==> config.mk <==
export PLATFORM = sky130hd
export DESIGN_NAME = rolling_code_auth_lockout_top
export DESIGN_NICKNAME = d
export VERILOG_FILES = /design/src/hdl/rca_pkg.sv /design/src/hdl/rca_match.sv /design/src/hdl/rca_core.sv /design/src/hdl/rolling_code_auth_lockout_top.sv
export SDC_FILE = /design/constraint.sdc
export NUM_CORES = 1
export LEC_CHECK = 0
export BUFFER_PORTS_ARGS = -buffer_cell sky130_fd_sc_hd__buf_2
export CAP_MARGIN = 20
export CORE_MARGIN = 2
export CORE_UTILIZATION = 38
export CTS_CLUSTER_SIZE = 25
export DETAILED_ROUTE_END_ITERATION = 12
export GPL_TIMING_DRIVEN = 0
export MAX_ROUTING_LAYER = met4
export PLACE_DENSITY = 0.66
export SYNTH_ARGS = -nofsm -noshare
export SYNTH_HDL_FRONTEND = slang
export SYNTH_SLANG_ARGS = --single-unit
==> constraint.sdc <==
create_clock -name clock -period 5.73 [get_ports clock]
set_clock_uncertainty 0.05 [all_clocks]
set_input_delay 0 -clock clock [delete_from_list [all_inputs] [get_ports clock]]
set_output_delay 0 -clock clock [all_outputs]
set_load 0.05 [all_outputs]
==> src/hdl/rca_pkg.sv <==
// ----------------------------------------------------------------------------
// rca_pkg
// Shared types and codes for the rolling-code authenticator with lockout.
// ----------------------------------------------------------------------------
package rca_pkg;

   localparam int FACTOR_W = 32;
   localparam int DAY_W    = 5;
   localparam int KIND_W   = 3;
   localparam int STATUS_W = 2;
   localparam int COUNT_W  = 8;
   localparam int TIMER_W  = 16;
   localparam int CSR_IDX_W  = 2;
   localparam int CSR_DATA_W = 16;

   // item kinds
   localparam logic [KIND_W-1:0] KIND_ATTEMPT = 3'd0;
   localparam logic [KIND_W-1:0] KIND_INIT    = 3'd1;
   localparam logic [KIND_W-1:0] KIND_BACKUP  = 3'd2;
   localparam logic [KIND_W-1:0] KIND_TICK    = 3'd3;
   localparam logic [KIND_W-1:0] KIND_KEEP    = 3'd4;

   // result status
   localparam logic [STATUS_W-1:0] STATUS_OK       = 2'd0;
   localparam logic [STATUS_W-1:0] STATUS_BLOCKED  = 2'd1;
   localparam logic [STATUS_W-1:0] STATUS_MISMATCH = 2'd2;

   // register indexes
   localparam logic [CSR_IDX_W-1:0] CSR_FAIL_LIMIT  = 2'd0;
   localparam logic [CSR_IDX_W-1:0] CSR_AUTH_WINDOW = 2'd1;
   localparam logic [CSR_IDX_W-1:0] CSR_KEEP_WINDOW = 2'd2;

   // reset values
   localparam logic [COUNT_W-1:0] RESET_FAIL_LIMIT = 8'd20;
   localparam logic [TIMER_W-1:0] RESET_WINDOW     = 16'd1440;

   typedef struct packed {
      logic [KIND_W-1:0]   kind;
      logic [FACTOR_W-1:0] factor;
      logic [DAY_W-1:0]    day;
   } rca_item_type;

   typedef struct packed {
      logic [STATUS_W-1:0] status;
      logic                limited;
      logic                attempts_allowed;
   } rca_result_type;

   typedef struct packed {
      logic [COUNT_W-1:0] fail_limit;
      logic [TIMER_W-1:0] auth_window;
      logic [TIMER_W-1:0] keep_window;
   } rca_cfg_type;

endpackage

==> src/hdl/rca_match.sv <==
// ----------------------------------------------------------------------------
// rca_match
// Parallel compare of a presented factor against the successors of the current and backup factors.
// ----------------------------------------------------------------------------
module rca_match
   import rca_pkg::*;
#(
   parameter int BACKUP_SLOTS = 3
) (
   input  logic [FACTOR_W-1:0]     factor,
   input  logic [FACTOR_W-1:0]     current_factor,
   input  logic [FACTOR_W-1:0]     backup [BACKUP_SLOTS],
   input  logic [BACKUP_SLOTS-1:0] backup_valid,
   output logic                    match
);

   logic [BACKUP_SLOTS-1:0] hit;

   always_comb begin
      for (int i = 0; i < BACKUP_SLOTS; i++) begin
         hit[i] = backup_valid[i] && ((backup[i] + 32'd1) == factor);
      end
   end

   assign match = ((current_factor + 32'd1) == factor) || (|hit);

endmodule

==> src/hdl/rca_core.sv <==
// ----------------------------------------------------------------------------
// rca_core
// Authenticator state and single-pass next-state logic for one item.
// ----------------------------------------------------------------------------
module rca_core
   import rca_pkg::*;
#(
   parameter int BACKUP_SLOTS = 3
) (
   input  logic           clock,
   input  logic           reset,
   input  logic           advance,
   input  rca_item_type   item,
   input  rca_cfg_type    cfg,
   output rca_result_type result
);

   localparam int SLOT_W = $clog2(BACKUP_SLOTS + 1);
   localparam logic [SLOT_W-1:0] SLOT_NONE = SLOT_W'(BACKUP_SLOTS);
   localparam logic [SLOT_W-1:0] SLOT_LAST = SLOT_W'(BACKUP_SLOTS - 1);

   logic [FACTOR_W-1:0] current_ff, current_in;
   logic [FACTOR_W-1:0] backup_ff [BACKUP_SLOTS];
   logic                full_ff, full_in;
   logic [SLOT_W-1:0]   slot_ff, slot_in;
   logic [COUNT_W-1:0]  errors_ff, errors_in;
   logic [TIMER_W-1:0]  window_ff, window_in;
   logic [TIMER_W-1:0]  keep_ff, keep_in;
   logic                allow_ff, allow_in;
   logic                limit_ff, limit_in;
   logic [DAY_W-1:0]    day_ff, day_in;

   logic [BACKUP_SLOTS-1:0] backup_valid;
   logic                    match;
   logic [SLOT_W-1:0]       next_slot;
   logic                    backup_write;
   logic [COUNT_W-1:0]      errors_inc;
   logic [STATUS_W-1:0]     status;

   // slots up to the last written one are live, all of them once wrapped
   always_comb begin
      for (int i = 0; i < BACKUP_SLOTS; i++) begin
         backup_valid[i] = full_ff ||
                           ((slot_ff != SLOT_NONE) && (SLOT_W'(i) <= slot_ff));
      end
   end

   rca_match #(
      .BACKUP_SLOTS(BACKUP_SLOTS)
   ) u_match (
      .factor         (item.factor),
      .current_factor (current_ff),
      .backup         (backup_ff),
      .backup_valid   (backup_valid),
      .match          (match)
   );

   assign next_slot  = ((slot_ff == SLOT_NONE) || (slot_ff == SLOT_LAST)) ?
                       '0 : slot_ff + 1'b1;
   assign errors_inc = errors_ff + 1'b1;

   always_comb begin
      current_in   = current_ff;
      full_in      = full_ff;
      slot_in      = slot_ff;
      errors_in    = errors_ff;
      window_in    = window_ff;
      keep_in      = keep_ff;
      allow_in     = allow_ff;
      limit_in     = limit_ff;
      day_in       = day_ff;
      backup_write = 1'b0;
      status       = STATUS_OK;

      case (item.kind)
         KIND_ATTEMPT: begin
            if (!allow_ff) begin
               status = STATUS_BLOCKED;
            end else if (match) begin
               current_in = item.factor;
               limit_in   = 1'b0;
               errors_in  = '0;
               window_in  = cfg.auth_window;
            end else begin
               status = STATUS_MISMATCH;
               if (errors_inc >= cfg.fail_limit) begin
                  errors_in = '0;
                  limit_in  = 1'b1;
                  if (keep_ff == '0) begin
                     allow_in = 1'b0;
                  end
               end else begin
                  errors_in = errors_inc;
               end
            end
         end
         KIND_INIT: begin
            current_in = item.factor;
            errors_in  = '0;
            allow_in   = 1'b1;
            limit_in   = 1'b0;
            full_in    = 1'b0;
            slot_in    = SLOT_NONE;
            window_in  = cfg.auth_window;
         end
         KIND_BACKUP: begin
            backup_write = 1'b1;
            slot_in      = next_slot;
            if (slot_ff == SLOT_LAST) begin
               full_in = 1'b1;
            end
         end
         KIND_TICK: begin
            if (window_ff != '0) begin
               window_in = window_ff - 1'b1;
            end else begin
               limit_in = 1'b1;
            end
            if (keep_ff != '0) begin
               keep_in = keep_ff - 1'b1;
            end
            if (day_ff != item.day) begin
               day_in = item.day;
               if (!allow_ff) begin
                  allow_in  = 1'b1;
                  errors_in = '0;
               end
            end
         end
         KIND_KEEP: begin
            keep_in   = cfg.keep_window;
            window_in = '0;
         end
         default: begin
            status = STATUS_BLOCKED;
         end
      endcase
   end

   assign result.status           = status;
   assign result.limited          = limit_in;
   assign result.attempts_allowed = allow_in;

   always_ff @(posedge clock) begin
      if (reset) begin
         current_ff <= '0;
         full_ff    <= 1'b0;
         slot_ff    <= SLOT_NONE;
         errors_ff  <= '0;
         window_ff  <= RESET_WINDOW;
         keep_ff    <= '0;
         allow_ff   <= 1'b1;
         limit_ff   <= 1'b0;
         day_ff     <= '0;
      end else if (advance) begin
         current_ff <= current_in;
         full_ff    <= full_in;
         slot_ff    <= slot_in;
         errors_ff  <= errors_in;
         window_ff  <= window_in;
         keep_ff    <= keep_in;
         allow_ff   <= allow_in;
         limit_ff   <= limit_in;
         day_ff     <= day_in;
      end
   end

   // backup ring, no reset: entries are only read once written
   always_ff @(posedge clock) begin
      for (int i = 0; i < BACKUP_SLOTS; i++) begin
         if (advance && backup_write && (next_slot == SLOT_W'(i))) begin
            backup_ff[i] <= item.factor;
         end
      end
   end

endmodule

==> src/hdl/rolling_code_auth_lockout_top.sv <==
// ----------------------------------------------------------------------------
// rolling_code_auth_lockout_top
// Rolling-counter authenticator with failure lockout, keep grant and timers.
// ----------------------------------------------------------------------------
// Flow: an accepted request loads the input register; the result register is
//   loaded from the single-pass update when the item advances into the core.
// Throughput: one item per cycle while the response channel is not stalled.
// Reset: synchronous, active high; clears both stages, loads the register
//   defaults and the authenticator's reset state. No clearing pass is needed.
// ----------------------------------------------------------------------------
module rolling_code_auth_lockout_top
   import rca_pkg::*;
#(
   parameter int BACKUP_SLOTS = 3
) (
   input  logic                  clock,
   input  logic                  reset,
   // request channel
   input  logic                  req_valid,
   output logic                  req_ready,
   input  logic [KIND_W-1:0]     req_kind,
   input  logic [FACTOR_W-1:0]   req_factor,
   input  logic [DAY_W-1:0]      req_day,
   // response channel
   output logic                  rsp_valid,
   input  logic                  rsp_ready,
   output logic [STATUS_W-1:0]   rsp_status,
   output logic                  rsp_limited,
   output logic                  rsp_attempts_allowed,
   // register write port
   input  logic                  csr_we,
   input  logic [CSR_IDX_W-1:0]  csr_index,
   input  logic [CSR_DATA_W-1:0] csr_wdata
);

   rca_cfg_type    cfg_ff;
   rca_item_type   item_ff;
   logic           in_valid_ff;
   rca_result_type rsp_ff;
   logic           rsp_valid_ff;
   rca_result_type result;
   logic           advance;

   // --- configuration registers; writes beyond the list are dropped
   always_ff @(posedge clock) begin
      if (reset) begin
         cfg_ff.fail_limit  <= RESET_FAIL_LIMIT;
         cfg_ff.auth_window <= RESET_WINDOW;
         cfg_ff.keep_window <= RESET_WINDOW;
      end else if (csr_we) begin
         unique case (csr_index)
            CSR_FAIL_LIMIT:  cfg_ff.fail_limit  <= csr_wdata[COUNT_W-1:0];
            CSR_AUTH_WINDOW: cfg_ff.auth_window <= csr_wdata;
            CSR_KEEP_WINDOW: cfg_ff.keep_window <= csr_wdata;
            default: ;
         endcase
      end
   end

   // --- pipeline control
   // The held item moves into the core when the result register is free
   // or being emptied this cycle. The input register refills as it drains,
   // so a waiting result still leaves room for one more item.
   assign advance   = in_valid_ff && (!rsp_valid_ff || rsp_ready);
   assign req_ready = !in_valid_ff || advance;

   always_ff @(posedge clock) begin
      if (reset) begin
         in_valid_ff  <= 1'b0;
         rsp_valid_ff <= 1'b0;
      end else begin
         if (req_ready) begin
            in_valid_ff <= req_valid;
         end
         if (advance) begin
            rsp_valid_ff <= 1'b1;
         end else if (rsp_ready) begin
            rsp_valid_ff <= 1'b0;
         end
      end
   end

   // --- payload registers
   always_ff @(posedge clock) begin
      if (req_valid && req_ready) begin
         item_ff.kind   <= req_kind;
         item_ff.factor <= req_factor;
         item_ff.day    <= req_day;
      end
      if (advance) begin
         rsp_ff <= result;
      end
   end

   // --- authenticator state and update
   rca_core #(
      .BACKUP_SLOTS(BACKUP_SLOTS)
   ) u_core (
      .clock   (clock),
      .reset   (reset),
      .advance (advance),
      .item    (item_ff),
      .cfg     (cfg_ff),
      .result  (result)
   );

   assign rsp_valid            = rsp_valid_ff;
   assign rsp_status           = rsp_ff.status;
   assign rsp_limited          = rsp_ff.limited;
   assign rsp_attempts_allowed = rsp_ff.attempts_allowed;

endmodule

==> run_results.csv, run 1 <==
group,metric,value,unit
outcome,status,"completed",
clock_network,clock_latency,0.56,ns
finish,fin_nets,1881,
worst_setup_path,critical_path.top_delay_family,"compound AO/OA/AOI/OAI gates",
finish,regArea,0.006686,mm^2
floorplanning,io_pins,69,
power,peakVddDrop,0.3547,mV
power,powerDensity,248.0,mW/mm^2
worst_setup_path,cp_common_cell,"nand3_1",
timing,setup_viol,0,
finish,layout.cells.non_filler,2343,
timing,fin_crit_sh,73.24,%
floorplanning,die_h,203.9,um
global_routing,grt_max_degree,33,
clock_network,cts_buffers,28,
timing,slew_headroom,28.29,%
synth,netlist_top_cells_area,"edfxtp_1 (28%), dfxtp_1 (16%), xnor2_1 (6.5%)",
timing,fin_ws,1.533,ns
placement,port_buffers,68,
synth,synthArstFlopShare,0,%
global_routing,gr-total-overflow,0,
floorplanning,die_area,0.04157,mm^2
clock_network,cts_tree,"done",
timing,rsz0062_at_grt,"no",
placement,dp.cells,2224,
worst_setup_path,end_kind,"flip-flop",
detailed_routing,vias_per_cell,5.568,
power,leakage,6.504,nW
worst_setup_path,path_max_fanout,10,
clock_network,cts.repair.resized,0,
placement,gp_congestion,0.8878,
worst_setup_path,critPathRequiredTime,6.10,ns
synth,synth_area_leader_cell,"edfxtp_1",
synth,synth_nets,1712,
detailed_routing,drtIter0Drc,955,
finish,drive_above_1_share,10.01,%
clock_network,ctsRootBufferMaster,"clkbuf_16",
timing,setup_tns,0,ns
detailed_routing,drc_errors,0,
clock_network,cts_max_level,1,
detailed_routing,num_vias,13050,
worst_hold_path,min_path_type,"in -> reg",
synth,synth-edff-count,140,
worst_setup_path,start_kind,"flip-flop",
timing,fin_crit,4.197,ns
placement,place_worst_setup_slack,1.544,ns
worst_setup_path,path_cells,"ha_1 -> nand3_1 -> nor4_2 -> nand2_1 -> o311ai_0 -> nand3_1 -> o32ai_2 -> o31ai_4 -> buf_4 -> a221oi_1 -> o21ai_1",
power,finalPower,4.441,mW
finish,design_area,0.01791,mm^2
detailed_routing,ant_nets,0,
worst_setup_path,cp_num_buf_inv,1,
timing,hold_viol,0,
synth,syn-cell-area,0.01518,mm^2
placement,dpl_cell_area,0.01624,mm^2
global_routing,grt_pass1_wl,67.19,mm
synth,syn_area_per_cell,9.326,um^2
finish,insertedDiodeCount,0,
detailed_routing,routed_wl,42.63,mm
worst_setup_path,cp_slowest_cell,"o311ai_0",
global_routing,grt_pass1_vias,12920,
worst_setup_path,critical_path_arrival,4.56,ns
finish,multiInputGateArea,0.007960,mm^2
synth,yosysTopAreaCellShare,27.69,%
clock_network,clkTransAtPathRegs,0.07,ns
floorplanning,num_rows,73,
timing,whs,0.09877,ns
synth,ys_types,101,
floorplanning,coreArea,0.03955,mm^2
detailed_routing,firstDrtPassIters,6,
worst_setup_path,worstSetupPathType,"reg -> reg",
detailed_routing,wire_per_inst,18.19,um
clock_network,cts_buffer_depth,3,
floorplanning,start_util,38.39,%
timing,drv_slew,0,
worst_setup_path,cpPeakStageDelay,0.67,ns
synth,netlist_instances,1628,
synth,ys_seq_elements,264,
placement,dp_hpwl,32.49,mm
global_routing,grt_usage,20.97,%
clock_network,cts.sinks,264,
finish,syn2layout_area_growth,17.96,%
timing,fmax,238.3,MHz
finish,final_util,45.29,%
synth,yosysSeqAreaShare,44.04,%
floorplanning,die_w,203.9,um
timing,worst_pin_slew,1.066,ns
finish,fill_cells,3704,
global_routing,antenna_found_initial,0,
synth,synthFlopType,"edfxtp_1",
synth,yosysWarnings,0,
run,maxCapViolCount,0,
Yosys cell counts, types with 6 or more instances:
library cell	instances
a211oi_1	25
a21o_1	8
a21oi_1	76
a31oi_1	8
and2_1	13
and3_1	27
and4_1	16
buf_2	13
clkbuf_1	71
dfxtp_1	124
edfxtp_1	140
ha_1	21
inv_1	37
mux2i_1	49
nand2_1	238
nand2b_1	14
nand3_1	76
nand4_1	43
nor2_1	99
nor2b_1	10
nor3_1	51
nor3b_1	12
nor4_1	23
o211ai_1	9
o21a_1	6
o21ai_0	42
o21ai_1	6
o22ai_1	8
o31ai_1	10
or2_2	6
or3_1	14
or4_1	13
xnor2_1	113
xor2_1	79
worst reg2reg max path, stage by stage, from the launching register on:
cell	delay (ns)
edfxtp_1	0.42
ha_1	0.24
nand3_1	0.29
nor4_2	0.60
nand2_1	0.21
o311ai_0	0.67
nand3_1	0.19
o32ai_2	0.60
o31ai_4	0.18
buf_4	0.23
a221oi_1	0.25
o21ai_1	0.12
layer usage:
layer / track usage (%) / wire [um] / part of all wire, % / up-vias
met5: - / 0 / 0 / -
met4: 9.828 / 1916 / 4.5 / 0
met3: 1.738 / 2096 / 4.9 / 112
met2: 35.24 / 20550 / 48 / 402
met1: 25.62 / 18070 / 42 / 6279
li1: - / - / - / 6252
timing repair:
action | 4_1_cts | 5_1_grt
hold buffers | 68 | 0
setup buffers | 0 | 0
hold endpoints to repair | 87 | 0
setup endpoints to repair | 0 | 0
cells in the final DEF, fill, tap and decap left out, types with 9 or more instances in the layout:
cell type	count
and4_1	16
or4_1	13
edfxtp_1	140
buf_2	81
xor2_1	79
ha_1	21
xnor2_1	113
nor2_1	99
nand2_1	238
inv_1	37
nor3_1	50
mux2i_1	49
clkbuf_1	74
o211ai_1	9
o31ai_1	10
nand3_1	76
dlygate4sd3_1	68
and3_1	25
a211oi_1	25
or3_1	14
o21ai_0	42
and2_1	12
dfxtp_1	124
nand2b_1	14
nor3b_1	12
a21oi_1	76
nor4_1	23
nor2b_1	10
clkbuf_16	29
nand4_1	43
layout make-up:
type | count | area share (%)
clock buffer | 35 | 4.345
sequential | 264 | 37.33
buffer | 93 | 2.249
inverter | 38 | 0.7964
timing repair buffer | 139 | 5.959
multi-input combinational | 1233 | 44.44
tap | 525 | 3.667
clock inverter | 16 | 1.209
worst paths after layout:
check	from	endpoint	slack, ns	depth (start not counted)
max	u_core.backup_ff[32]$_DFFE_PP_	u_core.window_ff[5]$_SDFFE_PP1P_	1.53	11
min	req_factor[13]	item_ff[18]$_DFFE_PP_	0.1	2
max reg2reg	u_core.backup_ff[32]$_DFFE_PP_	u_core.window_ff[5]$_SDFFE_PP1P_	1.53	11
min reg2reg	cfg_ff[12]$_SDFFE_PP0P_	cfg_ff[12]$_SDFFE_PP0P_	0.41	2
report_power, final:
part | switching (mW) | total, mW | internal [mW]
combinational | 0.251 | 0.420 | 0.170
clock | 0.759 | 1.95 | 1.19
sequential | 0.0418 | 2.08 | 2.03
total | 1.05 | 4.44 | 3.39
kinds of logic after synthesis:
kind of cell             Yosys count  synth area share (%)
AO/OA/AOI/OAI                    275                 12.65
XOR/XNOR                         192                 11.08
adder cells (fa/ha/maj)           22                 1.796
buffers and inverters            131                 3.593
flip-flops                       264                 44.04
multiplexers                      52                 3.453
AND/OR/NAND/NOR                  692                 23.40
flip-flops by register name, summed over array words and instances, names as in the netlist:
signal                count
cfg_ff                   40
in_valid_ff               1
item_ff                  40
rsp_attempts_allowed      1
rsp_limited               1
rsp_status                2
rsp_valid                 1
u_core.allow_ff           1
u_core.backup_ff         96
u_core.current_ff        32
u_core.day_ff             5
u_core.errors_ff          8
u_core.full_ff            1
u_core.keep_ff           16
u_core.limit_ff           1
u_core.slot_ff            2
u_core.window_ff         16
No activity file was read; power rests on OpenSTA's default activity.
==> run 2, diff against run 1 <==
--- a/config.mk
+++ b/config.mk
@@ -13,7 +13,7 @@
 export DETAILED_ROUTE_END_ITERATION = 12
 export GPL_TIMING_DRIVEN = 0
 export MAX_ROUTING_LAYER = met4
-export PLACE_DENSITY = 0.66
+export PLACE_DENSITY = 0.68
 export SYNTH_ARGS = -nofsm -noshare
 export SYNTH_HDL_FRONTEND = slang
 export SYNTH_SLANG_ARGS = --single-unit
==> constraint.sdc (replaced) <==
create_clock -name clock -period 3.8 [get_ports clock]
set_clock_uncertainty 0.05 [all_clocks]
set_input_delay 0 -clock clock [delete_from_list [all_inputs] [get_ports clock]]
set_output_delay 0 -clock clock [all_outputs]
set_load 0.05 [all_outputs]
==> run 2 against run 1 <==
Effect of this change: core utilization grew 0.57 points; global-route usage is essentially flat; largest power group unchanged; largest cell class unchanged; sequential share of layout area shrank 0.47 points; routed wire length grew 0.75%; critical path depth grew 2; sequential cell count is the same; setup slack lost 1.4 ns; design area grew 1.3%.
==> run_results.csv, run 2 (same netlist as run 1, synthesis figures left out) <==
group,metric,value,unit
finish,fill_cells,3663,
worst_setup_path,cp_slowest_cell,"edfxtp_1",
power,p_sw_share,23.62,%
worst_setup_path,critical_path_arrival,4.08,ns
finish,top_regs,"u_core.backup_ff x96, cfg_ff x40, item_ff x40",
outcome,status,"completed",
detailed_routing,ant_nets,0,
timing,drv_slew,0,
detailed_routing,num_vias,13200,
power,pwr-share-clk,43.6,%
power,p_sw,1.576,mW
clock_network,cts.sinks,264,
clock_network,clkTransAtPathRegs,0.07,ns
finish,largest_reg_flops,96,
detailed_routing,drtIter0Drc,1020,
timing,fin_crit_sh,97.32,%
worst_setup_path,path_cells,"clkbuf_4 -> xnor2_1 -> o21ai_0 -> a211o_1 -> a2111oi_2 -> nand4_1 -> a2111oi_2 -> a32o_2 -> buf_6 -> or2_4 -> o22ai_4 -> buf_6 -> mux2i_1",
floorplanning,die_area,0.04157,mm^2
global_routing,grt_pass1_vias,12750,
timing,fmax,270.4,MHz
power,p_int,5.095,mW
clock_network,cts_buffers,27,
detailed_routing,drc_errors,0,
finish,regArea,0.006686,mm^2
detailed_routing,wire_per_inst,18.25,um
finish,fin_nets,1892,
power,powerDensity,367.8,mW/mm^2
detailed_routing,firstDrtPassIters,6,
clock_network,ctsRootBufferMaster,"clkbuf_16",
global_routing,grt_pass1_wl,67.33,mm
detailed_routing,vias_per_cell,5.611,
finish,syn2layout_area_growth,19.46,%
clock_network,cts_max_level,1,
finish,final_common_cell,"nand2_1",
power,p_seq_share,46.9,%
worst_setup_path,cpPeakStageDelay,0.51,ns
finish,top_register,"u_core.backup_ff",
timing,whs,0.09679,ns
power,peakVddDrop,0.6132,mV
floorplanning,num_rows,73,
worst_setup_path,cp_num_buf_inv,3,
worst_setup_path,end_kind,"flip-flop",
detailed_routing,routed_wl,42.95,mm
worst_hold_path,min_path_type,"in -> reg",
floorplanning,coreArea,0.03955,mm^2
global_routing,grt_max_degree,33,
placement,gp_congestion,0.8808,
global_routing,grt_usage,21.00,%
finish,final_util,45.86,%
clock_network,cts_buffer_depth,3,
power,leakage,6.632,nW
timing,fin_crit,3.698,ns
timing,hold_viol,0,
timing,setup_viol,0,
worst_setup_path,critPathRequiredTime,4.18,ns
finish,multiInputGateArea,0.008103,mm^2
worst_setup_path,start_kind,"flip-flop",
timing,worst_pin_slew,0.9005,ns
finish,insertedDiodeCount,0,
power,p_comb_share,9.5,%
floorplanning,die_h,203.9,um
global_routing,antenna_found_initial,0,
finish,drive_above_1_share,11.87,%
clock_network,clock_latency,0.55,ns
global_routing,gr-total-overflow,0,
placement,port_buffers,68,
worst_setup_path,critical_path.top_delay_family,"compound AO/OA/AOI/OAI gates",
finish,layout_common_cells,"nand2_1 (238), edfxtp_1 (140), dfxtp_1 (124), xnor2_1 (113), nor2_1 (99)",
worst_setup_path,path_max_fanout,10,
timing,slew_headroom,38.41,%
clock_network,cts_tree,"done",
floorplanning,die_w,203.9,um
worst_setup_path,worstSetupPathType,"reg -> reg",
floorplanning,io_pins,69,
floorplanning,start_util,38.39,%
run,maxCapViolCount,0,
placement,dp_hpwl,32.14,mm
## run 2: power groups by stage
stage          registers, mW  logic, mW  clock network, mW
2_1_floorplan           3.17      0.387                  0
3_3_place_gp            3.19      0.552                  0
3_5_place_dp            3.19      0.569                  0
4_1_cts                 3.13      0.625               2.95
5_1_grt                 3.14      0.692               3.06
6_report                3.13      0.634               2.91
## run 2: what timing repair did
item / 4_1_cts / 5_1_grt
gates resized for setup: 5 / 33
pin swaps: 2 / 12
endpoints found under the setup margin: 57 / 54
endpoints found under the hold margin: 87 / 0
setup buffers: 3 / 13
hold buffers: 66 / 0
## run 2: stage by stage
step                area (um^2)  std cells  power [mW]  setup slack (ns)  TNS [ns]
global route              18140       2353       6.889          -0.05033   -0.1823
finish                    18140       2353       6.671            0.1019         0
CTS                       17930       2341       6.699          0.009162         0
global placement          16190       2221       3.739           -0.2518    -7.971
floorplan                 15190       1628       3.554            0.5208         0
detailed placement        16240       2223       3.757           -0.3287    -10.97
## run 2: routing by layer
layer	track usage (%)	vias up	part of all wire [%]
met5	-	-	0
met4	8.655	0	4.3
met3	2.089	113	5.6
met2	35.33	491	49
met1	25.87	6308	42
li1	-	6291	-
## run 2: cell type report
class	count	area share [%]
clock buffer	31	3.980
multi-input combinational	1233	44.67
sequential	264	36.87
buffer	92	2.263
tap	525	3.622
clock inverter	18	1.393
timing repair buffer	152	6.416
inverter	38	0.7864
## run 2: path summary, 6_finish.rpt
kind,startpoint,end,slack [ns],cells after the start
max reg2reg,item_ff[19]$_DFFE_PP_,u_core.current_ff[25]$_SDFFE_PP0P_,0.10,13
max,item_ff[19]$_DFFE_PP_,u_core.current_ff[25]$_SDFFE_PP0P_,0.10,13
min reg2reg,cfg_ff[14]$_SDFFE_PP0P_,cfg_ff[14]$_SDFFE_PP0P_,0.41,2
min,req_factor[2],item_ff[7]$_DFFE_PP_,0.1,2
